$ cat src/rtl/core/met_pkg.sv
// Shared types, constants and functions of the escape-time pixel evaluator.
`default_nettype none

package met_pkg;

    localparam int PX_W      = 12;
    localparam int PY_W      = 11;
    localparam int CNT_W     = 13;
    localparam int ITER_W    = 12;
    localparam int RED_W     = 8;
    localparam int CFG_W     = 32;
    localparam int CFG_IDX_W = 3;
    localparam int STEP_W    = 31;
    localparam int FRAC_BITS = 28;

    // register indexes of the configuration port
    localparam logic [CFG_IDX_W-1:0] CFG_X_STEP     = 3'd0;
    localparam logic [CFG_IDX_W-1:0] CFG_Y_STEP     = 3'd1;
    localparam logic [CFG_IDX_W-1:0] CFG_CENTER_RE  = 3'd2;
    localparam logic [CFG_IDX_W-1:0] CFG_CENTER_IM  = 3'd3;
    localparam logic [CFG_IDX_W-1:0] CFG_MAX_ITER   = 3'd4;
    localparam logic [CFG_IDX_W-1:0] CFG_IN_SET_RED = 3'd5;

    localparam logic [STEP_W-1:0]  RST_X_STEP     = 31'd180044;
    localparam logic [STEP_W-1:0]  RST_Y_STEP     = 31'd205810;
    localparam logic [CFG_W-1:0]   RST_CENTER_RE  = -32'sd221459251;
    localparam logic [CFG_W-1:0]   RST_CENTER_IM  = 32'sd44721347;
    localparam logic [ITER_W-1:0]  RST_MAX_ITER   = 12'd36;
    localparam logic [RED_W-1:0]   RST_IN_SET_RED = 8'd155;

    // shade = min(255, floor(13*count/5)); saturates from this count on
    localparam logic [CNT_W-1:0] SAT_COUNT   = 13'd99;
    localparam logic [10:0]      SHADE_MUL   = 11'd13;
    localparam logic [26:0]      RECIP5      = 27'd52429;
    localparam int               RECIP_SHIFT = 18;

    typedef struct packed {
        logic [PX_W-1:0] pixel_x;
        logic [PY_W-1:0] pixel_y;
    } t_pixel;

    typedef struct packed {
        logic [RED_W-1:0] red;
        logic [CNT_W-1:0] iter_count;
        logic             in_set;
    } t_result;

    typedef struct packed {
        logic load;    // register c products from the incoming pixel
        logic init;    // form c, clear z and count
        logic square;  // register squares and cross product of z
        logic step;    // advance z and count
        logic finish;  // register the result
    } t_cmd;

    typedef struct packed {
        logic cont;    // z inside radius and count within limit
    } t_stat;

    function automatic logic [RED_W-1:0] f_shade(input logic [CNT_W-1:0] count);
        logic [10:0] v;
        logic [26:0] q;
        v = 11'(count[6:0]) * SHADE_MUL;
        q = 27'(v) * RECIP5;
        if (count >= SAT_COUNT) begin
            return {RED_W{1'b1}};
        end
        return q[RECIP_SHIFT+RED_W-1:RECIP_SHIFT];
    endfunction

endpackage

`default_nettype wire

$ cat src/rtl/core/met_ctrl.sv
// Sequencer of the escape-time evaluator: issues load, iteration and finish commands.
`default_nettype none

module met_ctrl (
    input  wire            i_clk,
    input  wire            i_rst_n,
    input  wire            i_start,
    input  met_pkg::t_stat i_stat,
    output met_pkg::t_cmd  o_cmd,
    output logic           o_busy,
    output logic           o_done
);

    localparam logic [1:0] ST_IDLE = 2'd0;
    localparam logic [1:0] ST_CADD = 2'd1;
    localparam logic [1:0] ST_ZMUL = 2'd2;
    localparam logic [1:0] ST_ZACC = 2'd3;

    logic [1:0] r_state, n_state;
    logic       r_done, n_done;

    always_comb begin
        n_state = r_state;
        n_done  = 1'b0;
        o_cmd   = '0;
        unique case (r_state)
            ST_IDLE: begin
                if (i_start) begin
                    o_cmd.load = 1'b1;
                    n_state    = ST_CADD;
                end
            end
            ST_CADD: begin
                o_cmd.init = 1'b1;
                n_state    = ST_ZMUL;
            end
            ST_ZMUL: begin
                o_cmd.square = 1'b1;
                n_state      = ST_ZACC;
            end
            ST_ZACC: begin
                if (i_stat.cont) begin
                    o_cmd.step = 1'b1;
                    n_state    = ST_ZMUL;
                end else begin
                    o_cmd.finish = 1'b1;
                    n_done       = 1'b1;
                    n_state      = ST_IDLE;
                end
            end
            default: begin
                n_state = ST_IDLE;
            end
        endcase
    end

    always_ff @(posedge i_clk) begin
        if (!i_rst_n) begin
            r_state <= ST_IDLE;
            r_done  <= 1'b0;
        end else begin
            r_state <= n_state;
            r_done  <= n_done;
        end
    end

    assign o_busy = (r_state != ST_IDLE);
    assign o_done = r_done;

endmodule

`default_nettype wire

$ cat config.mk
export PLATFORM = sky130hd
export DESIGN_NAME = met_ctrl
export DESIGN_NICKNAME = d
export VERILOG_FILES = /design/src/rtl/core/met_pkg.sv /design/src/rtl/core/met_ctrl.sv
export SDC_FILE = /design/constraint.sdc
export NUM_CORES = 1
export LEC_CHECK = 0
export ABC_AREA = 1
export BUFFER_PORTS_ARGS = -buffer_cell sky130_fd_sc_hd__clkbuf_2
export CAP_MARGIN = 20
export CORE_AREA = 3 3 40 42
export CTS_BUF_LIST = sky130_fd_sc_hd__clkbuf_4 sky130_fd_sc_hd__clkbuf_8 sky130_fd_sc_hd__clkbuf_16
export DETAILED_ROUTE_END_ITERATION = 16
export DIE_AREA = 0 0 43 45
export SLEW_MARGIN = 25
export SYNTH_ARGS = -nofsm -noshare
export SYNTH_HDL_FRONTEND = slang
export SYNTH_SLANG_ARGS = --single-unit
$ cat constraint.sdc
create_clock -name i_clk -period 2.1 [get_ports i_clk]
set_input_delay 0.105 -clock i_clk [delete_from_list [all_inputs] [get_ports i_clk]]
set_output_delay 0.105 -clock i_clk [all_outputs]
set_load 0.02 [all_outputs]
==> metrics.txt, run 1 <==
multi-input combinational cell area 57.6 um2; largest net degree at the start of global routing 6; LEAKAGE 0.000132 uW; DR vias/cell 3.08; all-layer global routing usage 4.41%; Seq/Total Area, Yosys 45.3%; Core ar. 0.00128 mm2; crit path cell chain inv_1 > nand2_1 > nor2_1 > clkbuf_2; Setup crit end kind output pin; Hold WC Path Type input port to flop; DIE HEIGHT 45 um; RSZ-0062 raised after global routing no; Storage cell area 60.1 um2; syn_nets 24; first-pass GRT wire length 579 um; CTS tree yes; Initial DRC Count 0; worst clock skew between 3 and 4 ps; commonest non-fill, non-tap cell in the layout clkbuf_2; Area growth syn-to-layout 74.5%; fmax 902 MHz; vias in the first global route 151; Pre-antenna DRT Iters 1; drt drc 0; post-synthesis cell count 20; Antenna diodes 0; Post-CTS Hold Fix Bufs 0; pwr dens 925 mW/mm2; Peak supply drop about 0.13 mV; final setup fails 0; initial antenna violation count 0; dpl cells 45; Syn. warnings 0; count of pins over their slew limit 0; Slowest-stage cell, CP dfxtp_1; DPL Wire Length 264 um; Post-CTS Setup Repair Bufs 0; WL per Instance roughly 6.7 um; slew margin rel. 87.8%; Final #Nets 39; DP Area 201 um2; die area 0.00194 mm2; CP Data Required Time 2000 ps; status finished clean; cts repair resizes 0; count of cell types in the netlist 9; max_cap viols 0; Post-Syn Area 133 um2; crit-path max cell delay 350 ps; crit-path max FO 5; layout cells sized above 1 a little under half; post-route cell area 231 um2; vias 151; Port-buffer cells 10; number of fill cells in the layout ~150; Routed WL 328 um; Worst Tran Pin Value 183 ps; gp weighted congestion ~0.62; Die Width 43 um; WP data arrival 1000 ps; Post-Syn Area per Cell 6.63 um2; clock sink count 3; Place WS roughly 1200 ps; Final ANT Viol Nets 0; starting density of the core 10.3%; num ports 11; gr ovfl total 0; setup tns final 0 ps; Startpoint Class flop; CTS root buf clkbuf_4; H-tree level count 1; row count 13; Final WS setup 991 ps; Tmin final 1110 ps; fin crit share 52.8%; flops & latches, synth 3; CP Class flop to output pin; non-filler instance count after layout 49; total CTS buffers 3; Final Hold Viols 0; clock latency on the worst-skew pair 230 ps; CTS clk-pin slew, worst paths approximately 40 ps; clk buf depth 2; commonest non-fill, non-tap cells in the layout 10 x clkbuf_2, 6 x nor2_1, 4 x inv_1, 4 x clkbuf_4, 3 x dfxtp_1
synthesized netlist by cell type:
library cell / instances / area share [%]
a21oi_1: 1 / 3.8
dfxtp_1: 3 / 45
inv_1: 4 / 11
nand2_1: 2 / 5.7
nand2_2: 1 / 4.7
nand3_1: 1 / 3.8
nor2_1: 6 / 17
nor2_2: 1 / 4.7
o21ai_0: 1 / 3.8
final timing paths:
check	startpoint	to	slack [ps]	depth (start not counted)
max reg2reg	r_state[0]$_SDFFE_PN0P_	r_state[1]$_SDFFE_PN0P_	1350	3
max	r_state[0]$_SDFFE_PN0P_	o_cmd[4]	990	4
min reg2reg	r_state[0]$_SDFFE_PN0P_	o_done$_SDFF_PN0_	510	2
min	i_stat	o_done$_SDFF_PN0_	80	2
registers in the layout (all words and copies together), names as in the netlist:
name,flops
o_done,1
r_state,2
cell families (layout without fill, tap and decap cells):
family	count (synthesis)	in the layout	synth area share, %
DFF	3	3	45.3
and+or+nand+nor	11	11	35.9
buffers and inverters	4	18	11.3
AOI/OAI and AO/OA	2	2	7.54
per-layer routing:
| layer | GRT usage, % | wire (um) | vias to the layer above |
|---|---|---|---|
| li1 | - | - | 86 |
| met1 | 4.81 | 166 | 55 |
| met2 | 4.79 | 110 | 10 |
| met3 | 1.99 | 51 | 0 |
| met4 | 7.23 | 0 | 0 |
| met5 | 0 | 0 | - |
layout make-up:
type	instances	share of cell area [%]
clock buffers	4	13.0
inverters	4	6.49
multi-input cells	13	24.9
flip-flops and latches	3	25.9
well taps	15	8.11
repair buffers	10	21.6
per-stage QoR:
stage,hold slack (ps),util [%],total power [uW]
after floorplan,177,-,86.9
after global placement,312,15.7,100
after detailed placement,319,15.7,101
after CTS,70.1,18.0,221
after global routing,85.3,18.0,232
final,79.1,18.0,214
critical path: cells and delay by family, from the launching register on:
kind | cells | cell delay [ps]
buffers and inverters | 2 | 270
flip-flops | 1 | 350
AND/OR/NAND/NOR | 2 | 160
report_power, final:
part	internal (uW)	switching [uW]	leakage (uW)
logic	11.6	22.9	0.0000891
registers	60.8	4.52	0.0000247
clock network	84.1	30.3	0.0000184
Power figures use the tool's default switching activity.
==> run 2, diff against run 1 <==
- clock period: 2.1 -> 1.1 ns (I/O delays scaled with it)
==> run 2 against run 1 <==
Clock skew fell by 3.1 ps; sequential power increased by 93%; global-route usage is 0.50 points lower; die area is the same; critical path depth did not move; sequential share of layout area grew 0.51 points; worst setup slack lost 900 ps; register-to-register slack got worse by 950 ps; worst hold slack lost 54 ps; total power grew 90%; clock power increased by 88%; critical path type unchanged; largest power group unchanged.
==> metrics.txt, run 2 (synthesis results as in run 1) <==
Worst Tran Pin Value 131 ps (-51.9 ps); Final #Nets 39 (unchanged); Final ANT Viol Nets 0 (unchanged); die area 0.00194 mm2 (unchanged); crit path cell chain inv_1 > nand2_1 > nor2_1 > buf_4; gp weighted congestion 0.654 (+5.6%); Die Width 43 um (unchanged); clk buf depth 2 (unchanged); met2 wire len 95 um (-14%); Final WS setup 95.7 ps (-895 ps); CTS clk-pin slew, worst paths 40 ps (about the same); layout cells sized above 1 52.9% (+5.9 points); dpl cells 45 (unchanged); wl on met1 184 um (+11%); commonest non-fill, non-tap cells in the layout 9 x clkbuf_2, 6 x nor2_1, 4 x inv_1, 4 x clkbuf_4; RSZ-0062 raised after global routing no; CP Data Required Time 1040 ps (-960 ps); worst clock skew 0.108 ps (-3.08 ps); DPL Wire Length 266 um (+0.45%); fin crit share 91.3%; status finished clean; commonest non-fill, non-tap cell in the layout clkbuf_2; Initial DRC Count 3 (+3); WL per Instance 6.82 um (+1.8%); hold path start i_stat; starting density of the core 10.3% (unchanged); path depth of the worst reg2reg path 3 (unchanged); Post-CTS Hold Fix Bufs 0 (unchanged); largest net degree at the start of global routing 6 (unchanged); met3 WL post-DR 54 um (+5.9%); reg2reg setup slack 400 ps (-950 ps); Hold WC Path Type input port to flop; Pre-antenna DRT Iters 2 (+1); DR vias/cell 3.20 (+4.0%); Peak supply drop 0.442 mV (+240%); Routed WL 334 um (+1.8%); number of fill cells in the layout 149 (+0.68%); clock sink count 3 (unchanged); Port-buffer cells 10 (unchanged); crit-path max FO 5 (unchanged); DP Area 201 um2 (unchanged); max reg flops 2 (unchanged); drt drc 0 (unchanged); post-route cell area 236 um2 (+2.2%); Tmin final 1000 ps; max_cap viols 0 (unchanged); Final Hold Viols 0 (unchanged); DIE HEIGHT 45 um (unchanged); setup tns final 0 ps (unchanged); initial antenna violation count 0 (unchanged); WP data arrival 950 ps (-50 ps); Slowest-stage cell, CP dfxtp_2; worst reg2reg startpoint r_state[0]$_SDFFE_PN0P_; total CTS buffers 3 (unchanged); all-layer global routing usage 3.91% (-0.50 points); R2R Path End r_state[1]$_SDFFE_PN0P_; CP Class flop to output pin; LEAKAGE 0.000133 uW (+1.0%); Biggest register r_state; Setup crit end kind output pin; Core ar. 0.00128 mm2 (unchanged); final setup fails 0 (unchanged); Startpoint Class flop; vias in the first global route 146 (-3.3%); row count 13 (unchanged); pwr dens 1720 mW/mm2 (+86%); Antenna diodes 0 (unchanged); H-tree level count 1 (unchanged); first-pass GRT wire length 558 um (-3.6%); Hold Path Cell Cnt 2 (unchanged); vias 157 (+4.0%); Worst Hold End o_done$_SDFF_PN0_; gr ovfl total 0 (unchanged); CTS tree yes; highest metal used met3; count of pins over their slew limit 0 (unchanged); CTS root buf clkbuf_4; slew margin rel. 91.2% (+3.4 points); num ports 11 (unchanged); crit-path max cell delay 330 ps (-20 ps); clock latency on the worst-skew pair 230 ps (about the same); fmax 996 MHz; Area growth syn-to-layout 78.3%; non-filler instance count after layout 49 (unchanged); Place WS 287 ps (-952 ps)
-- run 2: cell count changes in the layout (fill, tap and decap cells not counted), sizes merged --
cell	before	now
clkbuf	14	13
buf	0	1
-- run 2: through the flow --
stage	total power (uW)	hold slack [ps]	utilization [%]
6_report	408	24.8	18.4
5_1_grt	444	21.9	18.4
4_1_cts	416	14.9	18.0
3_5_place_dp	192	261	15.7
3_3_place_gp	192	267	15.7
2_1_floorplan	166	127	-
-- run 2: power breakdown --
group          internal (uW)  leakage (uW)  switching, uW  total (uW)
clock                    160     0.0000184           53.9         214
sequential               118     0.0000253           8.50         126
combinational           24.3     0.0000898           43.3        67.6
-- run 2: repair_timing --
| action | in CTS | in global routing |
|---|---|---|
| buffers inserted | 0 | 0 |
| resized for setup | 0 | 4 |
| endpoints found under the setup margin | 0 | 6 |
-- run 2: worst max-delay path, delay by kind of cell (launching register included) --
family	cells	cell delay (ps)
buffers and inverters	2	220
DFF	1	330
and+or+nand+nor	2	160
-- run 2: worst max path at each step --
stage,start,slack (ps),endpoint,depth (start not counted)
after floorplan,r_state[1]$_SDFFE_PN0P_,150,o_cmd[4],3
after global placement,r_state[1]$_SDFFE_PN0P_,290,o_cmd[2],3
after detailed placement,r_state[1]$_SDFFE_PN0P_,290,o_cmd[0],3
after CTS,r_state[1]$_SDFFE_PN0P_,30,o_cmd[4],4
after global routing,r_state[0]$_SDFFE_PN0P_,1,o_cmd[4],4
final,r_state[0]$_SDFFE_PN0P_,100,o_cmd[4],4
-- run 2: area by class of cell --
class	count	area (um2)	share of cell area, %
Tap cell	15	18.8	7.94
Clock buffer	4	30.0	12.7
Timing Repair Buffer	10	52.6	22.2
Multi-Input combinational cell	13	57.6	24.3
Sequential cell	3	62.6	26.5
Inverter	4	15.0	6.35
-- run 2: layer usage --
layer,global-route usage [%],vias to the layer above
met2,4.19,10
met4,1.81,0
met5,0,-
met1,5.29,61
met3,3.19,0
li1,-,86
==> run 3, diff against run 2 <==
--- a/config.mk
+++ b/config.mk
@@ -11,4 +11,5 @@
 export CORE_AREA = 3 3 40 42
 export CTS_BUF_LIST = sky130_fd_sc_hd__clkbuf_4 sky130_fd_sc_hd__clkbuf_8 sky130_fd_sc_hd__clkbuf_16
+export CTS_CLUSTER_SIZE = 10
 export DETAILED_ROUTE_END_ITERATION = 16
 export DIE_AREA = 0 0 43 45
==> constraint.sdc (replaced) <==
create_clock -name i_clk -period 1.1 [get_ports i_clk]
set_input_delay 0.22 -clock i_clk [delete_from_list [all_inputs] [get_ports i_clk]]
set_output_delay 0.22 -clock i_clk [all_outputs]
set_load 0.02 [all_outputs]
==> run 3 against run 2 <==
The flow now finishes with violations (setup timing); global-route usage increased by 1.4 points; total power grew 8.9%; non-clock buffer count increased by 1; worst hold slack better by 190 ps; critical path type unchanged; largest power group unchanged.
==> metrics.txt, run 3 (synthesis results as in run 1) <==
status finished, violations left; violated checks setup timing; Tmin final 1150 ps (+148 ps); all-layer global routing usage 5.32% (+1.4 points); first-pass GRT wire length 655 um (+17%); Pre-antenna DRT Iters 3 (+1); RSZ-0062 raised after global routing yes; Final WS setup -52.5 ps (-148 ps); WL per Instance 7.36 um (+8.0%); CTS clk-pin slew, worst paths 40 ps (about the same); Final Hold Viols 0 (unchanged); commonest non-fill, non-tap cells in the layout 4 x nor2_1, 4 x clkbuf_4, 4 x clkbuf_2, 4 x buf_4; DPL Wire Length 268 um (+0.87%); Peak supply drop 0.482 mV (+9.0%); total CTS buffers 3 (unchanged); post-route cell area 307 um2 (+30%); Initial DRC Count 5 (+2); CP Data Required Time 880 ps (-160 ps); pwr dens 1450 mW/mm2 (-16%); row count 13 (unchanged); clk buf depth 2 (unchanged); initial antenna violation count 0 (unchanged); LEAKAGE 0.000151 uW (+13%); CTS root buf clkbuf_4; DP Area 204 um2 (+1.2%); Port-buffer cells 10 (unchanged); number of fill cells in the layout 135 (-9.4%); non-filler instance count after layout 50 (+2.0%); Die Width 43 um (unchanged); WP data arrival 930 ps (-20 ps); gr ovfl total 0 (unchanged); crit path cell chain nand2_2 > nor2_4 > clkbuf_8; crit-path max cell delay 370 ps (+40 ps); Slowest-stage cell, CP dfxtp_4; final core utilization 23.9% (+5.5 points); Startpoint Class flop; Area growth syn-to-layout 131%; drt drc 0 (unchanged); vias 176 (+12%); starting density of the core 10.3% (unchanged); Antenna diodes 0 (unchanged); worst clock skew 0.717 ps (+0.610 ps); Worst Path Buf+Inv 1 (-1); cell family with most CP delay flip-flops; num ports 11 (unchanged); clock latency on the worst-skew pair 230 ps (about the same); Final ANT Viol Nets 0 (unchanged); largest net degree at the start of global routing 6 (unchanged); clock sink count 3 (unchanged); Routed WL 368 um (+10%); Setup crit end kind output pin; DR vias/cell 3.52 (+9.9%); Core ar. 0.00128 mm2 (unchanged); Hold WC Path Type input port to flop; dpl cells 45 (unchanged); Final #Nets 40 (+2.6%); Worst Tran Pin Value 135 ps (+4.21 ps); fin crit share 105% (+13 points); fmax 868 MHz (-13%); crit-path max FO 5 (unchanged); max_cap viols 0 (unchanged); CP Class flop to output pin; slew margin rel. 90.9% (-0.28 points); vias in the first global route 169 (+16%); CTS tree yes; max reg flops 2 (unchanged); die area 0.00194 mm2 (unchanged); count of pins over their slew limit 0 (unchanged); final setup fails 5 (+5); Post-CTS Hold Fix Bufs 0 (unchanged); gp weighted congestion 0.619 (-5.3%); layout cells sized above 1 68.6% (+16 points); DIE HEIGHT 45 um (unchanged); H-tree level count 1 (unchanged); Biggest register r_state; setup tns final -144 ps (-144 ps)
run 3: changes by cell type in the layout (fill, tap and decap cells not counted), sizes merged:
cell and change:
buf +5, clkbuf -4
run 3: worst paths after layout:
| check | depth (start not counted) | from | slack (ps) | to |
|---|---|---|---|---|
| worst max-delay path | 3 | r_state[1]$_SDFFE_PN0P_ | -50 | o_cmd[0] |
| worst min-delay path | 2 | i_stat | 210 | o_done$_SDFF_PN0_ |
| worst max register to register | 4 | r_state[1]$_SDFFE_PN0P_ | 300 | r_state[1]$_SDFFE_PN0P_ |
| worst min register to register | 2 | r_state[0]$_SDFFE_PN0P_ | 500 | o_done$_SDFF_PN0_ |
run 3: area by class of cell:
| cell class | count | area, um2 | share of cell area (%) |
|---|---|---|---|
| inverters | 4 | 20.0 | 6.53 |
| multi-input cells | 13 | 80.1 | 26.1 |
| repair buffers | 11 | 90.1 | 29.4 |
| well taps | 15 | 18.8 | 6.12 |
| flip-flops and latches | 3 | 67.6 | 22.0 |
| clock buffers | 4 | 30.0 | 9.80 |
run 3: what timing repair did:
| item | 4_1_cts | 5_1_grt |
|---|---|---|
| pin swaps | 0 | 1 |
| setup endpoints to repair | 6 | 6 |
| hold endpoints to repair | 0 | 0 |
| setup buffers | 0 | 1 |
| resized for setup | 16 | 11 |
run 3: layer usage:
| layer | GRT usage, % | up-vias | wire, um |
|---|---|---|---|
| met2 | 5.69 | 10 | 148 |
| met1 | 5.53 | 76 | 174 |
| met3 | 2.79 | 0 | 45 |
| met4 | 9.04 | 0 | 0 |
| li1 | - | 90 | - |
| met5 | 0 | - | 0 |
run 3: power breakdown:
part | leakage, uW | internal (uW) | switching (uW)
logic | 0.000107 | 44.8 | 54.7
clock network | 0.0000184 | 160 | 56.5
registers | 0.0000259 | 116 | 11.6
run 3: per-stage QoR:
step / power (uW) / setup slack (ps) / hold WS (ps)
after floorplan: 168 / 65.5 / 292
after detailed placement: 194 / 128 / 430
final: 444 / -52.5 / 213
after global routing: 485 / -107 / 217
after CTS: 437 / -66.2 / 203
after global placement: 193 / 133 / 428
